**config.mk**
```make
export PLATFORM = sky130hd
export DESIGN_NAME = bliu_locate
export DESIGN_NICKNAME = d
export VERILOG_FILES = /design/src/bliu_pkg.sv /design/src/bliu_locate.sv
export SDC_FILE = /design/constraint.sdc
export NUM_CORES = 1
export LEC_CHECK = 0
export BUFFER_PORTS_ARGS = -buffer_cell sky130_fd_sc_hd__buf_4
export CORE_UTILIZATION = 40
export CTS_CLUSTER_SIZE = 8
export DETAILED_ROUTE_END_ITERATION = 7
export SLEW_MARGIN = 20
export SYNTH_ARGS = -nofsm -noshare
export SYNTH_HDL_FRONTEND = slang
export SYNTH_SLANG_ARGS = --single-unit
```
**constraint.sdc**
```tcl
create_clock -name clk_i -period 10.1 [get_ports clk_i]
set_input_delay 1.01 -clock clk_i [delete_from_list [all_inputs] [get_ports clk_i]]
set_output_delay 1.01 -clock clk_i [all_outputs]
set_load 0.02 [all_outputs]
```
**src/bliu_pkg.sv**
```systemverilog
// Package for the bilinear image upscaler.
// Operation codes, register indexes and fixed-point constants; no dependencies.
`timescale 1ns / 1ps
package bliu_pkg;

  typedef enum logic {
    OP_LOAD   = 1'b0,
    OP_SAMPLE = 1'b1
  } op_e;

  typedef enum logic [2:0] {
    REG_SRC_WIDTH  = 3'd0,
    REG_SRC_HEIGHT = 3'd1,
    REG_STEP_X     = 3'd2,
    REG_STEP_Y     = 3'd3,
    REG_CHANNELS   = 3'd4
  } reg_idx_e;

  localparam int unsigned FRAC_W  = 16;
  localparam int unsigned STEP_W  = 17;
  localparam int unsigned DIM_W   = 10;
  localparam int unsigned CH_W    = 3;
  localparam int unsigned COORD_W = 12;
  localparam logic [16:0] WEIGHT_ONE = 17'h10000;
  localparam logic [7:0]  PIX_MAX    = 8'd255;
  localparam logic [2:0]  RGB_CHANNELS = 3'd3;

endpackage

```
**src/bliu_locate.sv**
```systemverilog
// One axis of the coordinate mapping: step * coordinate, then neighbor split.
// Two register stages; uses bliu_pkg.
`timescale 1ns / 1ps
module bliu_locate #(
  parameter int unsigned DIM_MAX  = 512,
  parameter int unsigned DEST_MAX = 4096
) (
  input  logic                       clk_i,
  input  logic                       en_i,
  input  logic [bliu_pkg::STEP_W-1:0]  step_i,
  input  logic [bliu_pkg::COORD_W-1:0] coord_i,
  input  logic [bliu_pkg::DIM_W-1:0]   dim_i,
  output logic [$clog2(DIM_MAX)-1:0] i1_o,
  output logic [$clog2(DIM_MAX)-1:0] i2_o,
  output logic [bliu_pkg::FRAC_W-1:0]  w_o
);
  import bliu_pkg::*;

  localparam int unsigned IW = $clog2(DIM_MAX);
  localparam int unsigned DW = $clog2(DEST_MAX);
  localparam int unsigned PW = STEP_W + DW;

  logic [DW-1:0] dsat;
  logic [PW-1:0] pos_d, pos_q;
  logic [31:0]   ip32, dimc, coord32;
  logic [IW-1:0] i1_d, i1_q, i2_d, i2_q;

  always_comb begin
    coord32 = 32'(coord_i);
    if (coord32 >= 32'(DEST_MAX - 1)) begin
      dsat = DW'(DEST_MAX - 1);
    end else begin
      dsat = coord32[DW-1:0];
    end
    pos_d = PW'(step_i) * PW'(dsat);
  end

  always_comb begin
    ip32 = 32'(pos_q >> FRAC_W);
    if (dim_i == '0) begin
      dimc = 32'd1;
    end else if (32'(dim_i) > 32'(DIM_MAX)) begin
      dimc = 32'(DIM_MAX);
    end else begin
      dimc = 32'(dim_i);
    end
    if (ip32 >= dimc - 32'd1) begin
      i1_d = IW'(dimc - 32'd1);
      i2_d = IW'(dimc - 32'd1);
    end else begin
      i1_d = IW'(ip32);
      i2_d = IW'(ip32 + 32'd1);
    end
  end

  always_ff @(posedge clk_i) begin
    if (en_i) begin
      pos_q <= pos_d;
      i1_q  <= i1_d;
      i2_q  <= i2_d;
      w_o   <= pos_q[FRAC_W-1:0];
    end
  end

  assign i1_o = i1_q;
  assign i2_o = i2_q;

endmodule

```
==> results of run 1 <==
==> flip-flops by register name, summed over array words and instances, names as in the netlist <==
register and count:
pos_q 29, i1_o 9, i2_o 9, w_o 16
==> metrics by stage <==
step / power [mW] / hold WS [ns] / cell area [µm²] / util [%]
2_1_floorplan: 2.55 / 0.400 / 9350 / -
3_3_place_gp: 3.04 / 0.404 / 10100 / 44.4
3_5_place_dp: 3.06 / 0.405 / 10100 / 44.4
4_1_cts: 3.40 / 0.418 / 10400 / 45.9
5_1_grt: 3.78 / 0.421 / 10400 / 45.9
6_report: 3.39 / 0.416 / 10400 / 45.9
==> power by group <==
group          internal, mW  switching [mW]  total, mW
Sequential            0.514          0.0390      0.553
Clock                 0.216           0.111      0.327
Combinational          1.08            1.43       2.51
Total                  1.81            1.58       3.39
==> cells by family after synthesis <==
family | count (synthesis)
buffers and inverters | 223
muxes | 19
xor gates and xnor gates | 32
other | 1
DFF | 63
adders and majority gates | 233
AOI/OAI and AO/OA | 90
and+or+nand+nor | 303
==> worst paths after layout <==
path / from / end / slack [ns] / cells past startpoint
setup / recovery: coord_i[11] / pos_q[22]$_DFFE_PP_ / 4.43 / 16
hold / removal: pos_q[8]$_DFFE_PP_ / w_o[8]$_DFFE_PP_ / 0.42 / 0
setup reg to reg: pos_q[16]$_DFFE_PP_ / i1_o[0]$_DFFE_PP_ / 7.47 / 9
hold reg to reg: pos_q[8]$_DFFE_PP_ / w_o[8]$_DFFE_PP_ / 0.42 / 0
==> area by class of cell <==
class | count | area (µm²) | share of cell area (%)
flip-flops and latches | 63 | 1890 | 18.1
clock buffers | 9 | 225 | 2.16
clock inverters | 7 | 96.3 | 0.922
multi-input cells | 678 | 6600 | 63.2
repair buffers | 75 | 563 | 5.39
inverters | 181 | 679 | 6.50
well taps | 313 | 392 | 3.75
==> worst max-delay path, cell delays in order <==
cell	delay, ns
buf_4	0.17
and2_1	0.19
fa_1	0.51
fa_1	0.53
fa_1	0.53
fa_1	0.54
inv_1	0.05
fa_1	0.52
inv_1	0.04
ha_1	0.40
nand2_1	0.10
nor3_1	0.23
o31ai_2	0.14
a31oi_1	0.31
mux2_1	0.37
a221oi_2	0.18
==> metal layers <==
metal | global-route usage [%] | part of all wire [%] | vias up
li1 | - | - | 3116
met1 | 25.4 | 50 | 3133
met2 | 27.8 | 44 | 149
met3 | 2.87 | 4.8 | 18
met4 | 4.62 | 1.1 | 0
met5 | 0 | 0 | -
==> layout by cell type (no fill, tap or decap), drive strengths merged, types with 25 or more instances in the layout <==
| cell type | n |
|---|---|
| a21oi | 27 |
| and2 | 82 |
| buf | 75 |
| edfxtp | 63 |
| fa | 150 |
| ha | 83 |
| inv | 181 |
| nand2 | 150 |
| nor2 | 26 |
| xnor2 | 25 |
==> results.md, run 1 <==
* Status: finished, final reports clean
* GPL Wtd Cong at 0.803
* Total global routing overflow at 0
* FMAX at 0.176 GHz
* Clk buf depth at 2
* Number of synthesized flops with an enable pin at between 60 and 70
* Final ANT Viol Nets at 0
* Synth area leader: fa_1
* CTS tree: yes
* Final period util at between 50% and 60%
* Die ar. at 24000 µm²
* I/O Pins at 75
* Post-detail-place hpwl at approximately 16 mm
* Synth warnings at 0
* Synth Area in Compound Gates at 6.61%
* Wire per inst at 15.0 µm
* VDD IR max at 0.000201 V
* Xor/xnor share of the synthesized area at 3.00%
* Final worst setup slack at 4.43 ns
* Worst-Skew Late Latency at 0.33 ns
* Core region area at 22800 µm²
* Max-capacitance violation count at 0
* Post-Place Setup Slack at 4.05 ns
* Clk root buf: clkbuf_16
* Largest net degree at the start of global routing at between 60 and 70
* Type of the worst min-delay path: register to register
* Tightest Pin Transition at 0.770 ns
* Post-Syn Area at 9350 µm²
* Ratio of cells with drive above 1 in the final layout at 10.2%
* First-pass GRT wire length at about 33 mm
* CP Launch Type: input port
* Worst-path clk slew at 0.06 ns
* Area contributors post-synth: fa_1 (32%), edfxtp_1 (20%), ha_1 (11%)
* Fillers at 2216
* Syn Nets at around 1200
* Mean Syn Cell Area at 9.70 µm²
* Port-buffer cells at 74
* Setup_tns at 0 ns
* Synth top area share at 32.1%
* Critical Path End Type: register
* FFs w/ async S/R, synth at 0%
* Worst EP arrival at 5.83 ns
* Total wire length at ~20 mm
* Synth Area in Simple Gates at between 10% and 20%
* Final Hold Violating Endpoints at 0
* Period minus WS final at 5.67 ns
* Initial cell density of the core at roughly two fifths
* CTS buffer count at 9
* Final Setup Violations at 0
* Ant. Diodes at 0
* RSZ-0062 raised after global routing: no
* Library cells used by synthesis at 53
* Number of global-route vias before repair at 6549
* Initial antenna violation count at 0
* Mapped Cells at 964
* Post-Synth Adder-Cell Area at 43.2%
* Die extent in x at 155 µm
* PostCTS Resize Cnt at 0
* FP Rows at 55
* Nets at 1282
* Most frequent cells after synthesis: inv_1 (180), fa_1 (150), nand2_1 (150)
* Drt pass-1 iters at 5
* DRT iter0 DRCs at 327
* Post-synthesis mux area share at 2.07%
* Die height at approximately 150 µm
* Yosys reg bits at 63
* CTS Sinks at 63
* Pleak at 5.01 nW
* Total track usage at 17.7%
* Setup Buffers After CTS at 0
* Dpl cells at between 1000 and 1500
* Post-route DRC at 0
* Post-DR vias/cell at 4.84
* Fin. max-slew vios at 0
* H-tree depth at 3
* Primary FF master, synth: edfxtp_1
* Worst EP required at 10.25 ns
* Layout area overhead at 11.7%
* Largest family of logic cells by synthesized area: adder cells
* Most common cell in the synthesized netlist: inv_1
* Sequential share of the synthesized area at around 20%
* Final Non-Filler Cells at 1326
* Cell Pwr Density at 324 nW/µm²
* DR vias at 6416
* Critical path class: input port to register
* Worst clock skew at 0.00469 ns
* Post-cts hold buffer count at 0
* Slew headroom at 48.7%
* Critical Path Fanout Max at 17
(Power assumes the default switching activity.)
==> inputs of run 2 (changes only) <==
==> constraint.sdc (replaced) <==
create_clock -name clk_i -period 5.5 [get_ports clk_i]
set_input_delay 0.55 -clock clk_i [delete_from_list [all_inputs] [get_ports clk_i]]
set_output_delay 0.55 -clock clk_i [all_outputs]
set_load 0.02 [all_outputs]
==> run 2 against run 1 <==
Compared with the run above: via count is essentially flat; critical endpoint is now pos_q[27]$_DFFE_PP_; global-route usage hardly changed; largest power group unchanged; sequential power up 84%.
==> results.md, run 2 (same netlist as run 1, synthesis figures left out) <==
* Status: finished, final reports clean
* Post-route DRC at 0 (unchanged)
* RSZ-0062 raised after global routing: no
* Worst-Skew Late Latency at 0.32 ns (about the same)
* Post-cts hold buffer count at 0 (unchanged)
* Final ANT Viol Nets at 0 (unchanged)
* I/O Pins at 75 (unchanged)
* Worst-path clk slew at 0.06 ns (about the same)
* Drt pass-1 iters at 5 (unchanged)
* Total global routing overflow at 0 (unchanged)
* Layout area overhead at 13.0%
* Final period util at between 90% and 100%
* Most frequent cells in the layout: inv_1 (180), nand2_1 (150), fa_1 (150), buf_4 (97), ha_1 (83)
* Critical Path End Type: register
* FMAX at roughly 0.19 GHz
* Period minus WS final at 5.17 ns
* Worst EP arrival at 5.23 ns (-0.60 ns)
* Cell Pwr Density at 606 nW/µm² (+87%)
* Final Non-Filler Cells at 1348 (+1.7%)
* Port-buffer cells at 74 (unchanged)
* Number of flip-flops in the largest register at 29 (unchanged)
* Dpl cells at 1332 (+1.7%)
* DRT iter0 DRCs at 295 (-9.8%)
* Largest net degree at the start of global routing at 64 (unchanged)
* Post-Place Setup Slack at -0.00761 ns (-4.06 ns)
* Critical path class: input port to register
* Setup Buffers After CTS at 0 (unchanged)
* Final Setup Violations at 0 (unchanged)
* Placed cell areas at 10300 µm² (+1.6%)
* Critical Path Fanout Max at 10 (-7)
* Number of global-route vias before repair at 6729 (+2.7%)
* Final worst setup slack at 0.334 ns (-4.09 ns)
* Post-DR vias/cell at 4.76 (-1.7%)
* Worst clock skew at 0.00384 ns (-0.000857 ns)
* Type of the worst min-delay path: register to register
* Final Hold Violating Endpoints at 0 (unchanged)
* Initial antenna violation count at 0 (unchanged)
* FP Rows at 55 (unchanged)
* Pleak at 5.10 nW (+1.8%)
* Clk buf depth at 2 (unchanged)
* Core region area at 22800 µm² (unchanged)
* DR vias at 6414 (-0.031%)
* CTS tree: yes
* Die extent in x at 155 µm (unchanged)
* Final instance area at 10600 µm² (+1.2%)
* Reg with most FFs: pos_q
* CTS buffer count at 9 (unchanged)
* Most common cell after layout, fill and taps aside: inv_1
* Wire per inst at 14.5 µm (-3.5%)
* Regs by FF count: pos_q (29), w_o (16)
* PostCTS Resize Cnt at 0 (unchanged)
* Post-detail-place hpwl at 16.4 mm (+2.3%)
* Clk root buf: clkbuf_16
* Ant. Diodes at 0 (unchanged)
* CTS Sinks at 63 (unchanged)
* Tightest Pin Transition at 0.768 ns (-0.00127 ns)
* Ratio of cells with drive above 1 in the final layout at 12.1% (+1.9 points)
* Slew headroom at 48.8% (+0.085 points)
* Fin. max-slew vios at 0 (unchanged)
* Max-capacitance violation count at 0 (unchanged)
* Final core utilization at 46.4% (+0.54 points)
* Worst EP required at 5.57 ns (-4.68 ns)
* Die ar. at 24000 µm² (unchanged)
* Initial cell density of the core at 41.1% (unchanged)
* First-pass GRT wire length at 33.7 mm (+1.2%)
* CP Launch Type: input port
* GPL Wtd Cong at 0.834 (+3.9%)
* Total wire length at 19.5 mm (-1.9%)
* Total track usage at 17.6% (-0.047 points)
* Fillers at 2222 (+0.27%)
* Nets at 1304 (+1.7%)
* VDD IR max at 0.000364 V (+81%)
* Die height at 155 µm (unchanged)
* H-tree depth at 3 (unchanged)
## run 2: cell types whose count changed in the layout (fill, tap and decap cells not counted), sizes merged
cell	change
buf	+22
inv	+2
bufinv	-2
clkinv	+1
clkinvlp	-1
## run 2: power by group
group          internal [mW]  switching (mW)
combinational           2.22            2.65
clock                  0.309           0.207
sequential             0.943          0.0731
## run 2: area by class of cell
type                    instances  area [µm²]  area share, %
clock inverters                 7        55.1          0.521
clock buffers                   9         225           2.13
repair buffers                 97         728           6.89
well taps                     313         392           3.71
inverters                     181         679           6.43
flip-flops and latches         63        1890           17.9
multi-input cells             678        6600           62.4
## run 2: metrics by stage
stage	TNS, ns	hold slack (ns)	power, mW
after floorplan	0	0.400	4.68
after global placement	0	0.404	5.86
after detailed placement	-0.00946	0.406	5.90
after CTS	0	0.420	6.45
after global routing	0	0.425	7.17
final	0	0.418	6.40
## run 2: layer usage
layer,vias up,GRT usage (%),routed length [µm],part of all wire (%)
li1,3161,-,-,-
met1,3106,25.9,10000,51
met2,131,27.8,8590,44
met3,16,2.23,723,3.7
met4,0,3.96,201,1.0
met5,-,0,0,0
## run 2: final timing paths
| path | endpoint | from | slack (ns) | cells after the start |
|---|---|---|---|---|
| max reg2reg | i2_o[2]$_DFFE_PP_ | pos_q[16]$_DFFE_PP_ | 2.86 | 9 |
| max | pos_q[27]$_DFFE_PP_ | coord_i[11] | 0.33 | 16 |
| min reg2reg | w_o[7]$_DFFE_PP_ | pos_q[7]$_DFFE_PP_ | 0.42 | 0 |
| min | w_o[7]$_DFFE_PP_ | pos_q[7]$_DFFE_PP_ | 0.42 | 0 |
## run 2: critical path, stage by stage
cell      delay [ns]
buf_4           0.15
and2_1          0.18
fa_1            0.50
fa_1            0.51
fa_1            0.52
fa_1            0.54
inv_1           0.05
fa_1            0.53
inv_1           0.04
ha_1            0.36
a21o_1          0.21
a31o_2          0.22
a211oi_1        0.25
o22ai_1         0.18
o31ai_1         0.34
xnor2_1         0.09
==> inputs of run 3 (changes only) <==
--- a/config.mk
+++ b/config.mk
@@ -7,6 +7,7 @@
 export LEC_CHECK = 0
 export BUFFER_PORTS_ARGS = -buffer_cell sky130_fd_sc_hd__buf_4
 export CORE_UTILIZATION = 40
+export CTS_BUF_LIST = sky130_fd_sc_hd__clkbuf_4
 export CTS_CLUSTER_SIZE = 8
 export DETAILED_ROUTE_END_ITERATION = 7
 export SLEW_MARGIN = 20
==> run 3 against run 2 <==
Compared with the run above: utilization is 0.68 points lower; combinational power hardly changed; total power is 3.8% lower; cell count hardly changed; critical endpoint unchanged; sequential share of layout area is 0.27 points higher; largest cell class unchanged.
==> results.md, run 3 (same netlist as run 1, synthesis figures left out) <==
* RSZ-0062 raised after global routing: no
* Clk root buf: clkbuf_4
* Register area at 1890 µm² (unchanged)
* Wire per inst at 14.5 µm (-0.28%)
* Slew headroom at 49.2% (+0.38 points)
* Slowest stage cell, crit path: fa_1
* Final Setup Violations at 0 (unchanged)
* Status: finished, final reports clean
* Final Hold Violating Endpoints at 0 (unchanged)
* Post-Place Setup Slack at -0.00761 ns (unchanged)
* Critical path class: input port to register
* FF-to-FF setup slack at 2.86 ns (about the same)
* Die ar. at 24000 µm² (unchanged)
* CP max stage delay at 0.54 ns (about the same)
* Power after layout at 6.16 mW (-3.8%)
* Most frequent CP cell: fa_1
* Initial cell density of the core at 41.1% (unchanged)
* DRT iter0 DRCs at 325 (+10%)
* Clk buf depth at 2 (unchanged)
* Worst R2R Start: pos_q[16]$_DFFE_PP_
* CP Launch Type: input port
* Final worst setup slack at 0.422 ns (+0.0879 ns)
* Reg with most FFs: pos_q
* Final period util at 92.3% (-1.6 points)
* First-pass GRT wire length at 33.7 mm (-0.12%)
* Cell-by-cell trace of the critical path: buf_4 -> and2_1 -> fa_1 -> fa_1 -> fa_1 -> fa_1 -> inv_1 -> fa_1 -> inv_1 -> ha_1 -> a21o_1 -> a31o_2 -> a211oi_1 -> o22ai_1 -> o31ai_1 -> xnor2_1
* Worst EP arrival at 5.23 ns (about the same)
* Post-route DRC at 0 (unchanged)
* Regs by FF count: pos_q (29), w_o (16)
* Termination of the worst setup path: pos_q[27]$_DFFE_PP_
* Initial antenna violation count at 1 (+1)
* GPL Wtd Cong at 0.834 (unchanged)
* Max-capacitance violation count at 0 (unchanged)
* Area of the multi-input gates at 6600 µm² (unchanged)
* Post-DR vias/cell at 4.78 (+0.49%)
* FMAX at 0.197 GHz (+1.7%)
* Largest net degree at the start of global routing at 64 (unchanged)
* Most frequent cells in the layout: inv_1 (180), nand2_1 (150), fa_1 (150), buf_4 (97), ha_1 (83)
* Port-buffer cells at 74 (unchanged)
* Critical Path Start: coord_i[11]
* Worst EP required at 5.66 ns (+0.09 ns)
* I/O Pins at 75 (unchanged)
* H-tree depth at 3 (unchanged)
* DR vias at 6450 (+0.56%)
* Worst-path clk slew at 0.12 ns (+0.06 ns)
* Min-delay src: pos_q[6]$_DFFE_PP_
* Critical Path End Type: register
* CTS tree: yes
* Drt pass-1 iters at 5 (unchanged)
* Final instance area at 10400 µm² (-1.5%)
* Fin. max-slew vios at 0 (unchanged)
* Fillers at 2239 (+0.77%)
* Die extent in x at 155 µm (unchanged)
* R2r worst-path depth at 9 (unchanged)
* Cell Pwr Density at 591 nW/µm² (-2.3%)
* Period minus WS final at 5.08 ns (-0.0879 ns)
* Final ANT Viol Nets at 0 (unchanged)
* Buf+Inv Stages, Crit Path at 3 (unchanged)
* Placed cell areas at 10300 µm² (unchanged)
* CTS Sinks at 63 (unchanged)
* Layout area overhead at 11.3%
* Delay-heaviest family, CP: adder cells
* Reg-to-Reg End: i2_o[2]$_DFFE_PP_
* Total wire length at 19.5 mm (-0.20%)
* Final hold slack at 0.432 ns (+0.0142 ns)
* Total global routing overflow at 0 (unchanged)
* Worst clock skew at 0.0118 ns (+0.00800 ns)
* Pleak at 5.03 nW (-1.4%)
* CTS buffer count at 9 (unchanged)
* VDD IR max at 0.000363 V (-0.31%)
* Core region area at 22800 µm² (unchanged)
* Number of global-route vias before repair at 6715 (-0.21%)
* Total track usage at 17.6% (-0.048 points)
* Tightest Pin Transition at 0.762 ns (-0.00576 ns)
* PostCTS Resize Cnt at 0 (unchanged)
* Die height at 155 µm (unchanged)
* FP Rows at 55 (unchanged)
* Stages on worst setup path at 16 (unchanged)
* Setup Buffers After CTS at 0 (unchanged)
* Nets at 1304 (unchanged)
* Setup_tns at 0 ns (unchanged)
* Post-cts hold buffer count at 0 (unchanged)
* Most common cell after layout, fill and taps aside: inv_1
* Critical Path Fanout Max at 10 (unchanged)
* Type of the worst min-delay path: register to register
* Number of flip-flops in the largest register at 29 (unchanged)
* Post-detail-place hpwl at 16.4 mm (unchanged)
* Worst-Skew Late Latency at 0.40 ns (+0.08 ns)
* Ratio of cells with drive above 1 in the final layout at 12.1% (unchanged)
## run 3: cell types whose count changed in the layout (fill, tap and decap cells not counted)
cell       previous run  this run
diode_2               0         1
clkbuf_4              0         9
clkbuf_16             9         0
## run 3: where the power goes
group	total (mW)	internal (mW)	switching, mW
combinational	4.87	2.22	2.65
sequential	1.01	0.941	0.0724
clock	0.276	0.0971	0.179
total	6.16	3.26	2.90
## run 3: routing by layer
metal / track usage [%] / share of wire, % / vias to the layer above / routed length [µm]
li1: - / - / 3167 / -
met1: 26.0 / 52 / 3144 / 10100
met2: 27.9 / 44 / 131 / 8590
met3: 1.84 / 3.7 / 8 / 726
met4: 3.77 / 0.68 / 0 / 133
met5: 0 / 0 / - / 0
## run 3: how the worst min path moves through the flow
stage | endpoint | cells after the start
after floorplan | w_o[0]$_DFFE_PP_ | 0
final | w_o[6]$_DFFE_PP_ | 0
after global placement | w_o[11]$_DFFE_PP_ | 0
after global routing | w_o[15]$_DFFE_PP_ | 0
after detailed placement | w_o[7]$_DFFE_PP_ | 0
after CTS | w_o[7]$_DFFE_PP_ | 0
## run 3: layout make-up
class / instances / area share [%]
Multi-Input combinational cell: 678 / 63.4
Sequential cell: 63 / 18.2
Timing Repair Buffer: 97 / 6.99
Inverter: 181 / 6.52
Tap cell: 313 / 3.76
Clock buffer: 9 / 0.649
Clock inverter: 7 / 0.529
Antenna cell: 1 / 0.0240
## run 3: per-stage QoR
step,instances,util [%]
2_1_floorplan,964,-
3_3_place_gp,1332,45.2
3_5_place_dp,1332,45.2
4_1_cts,1348,45.7
5_1_grt,1349,45.7
6_report,1349,45.7
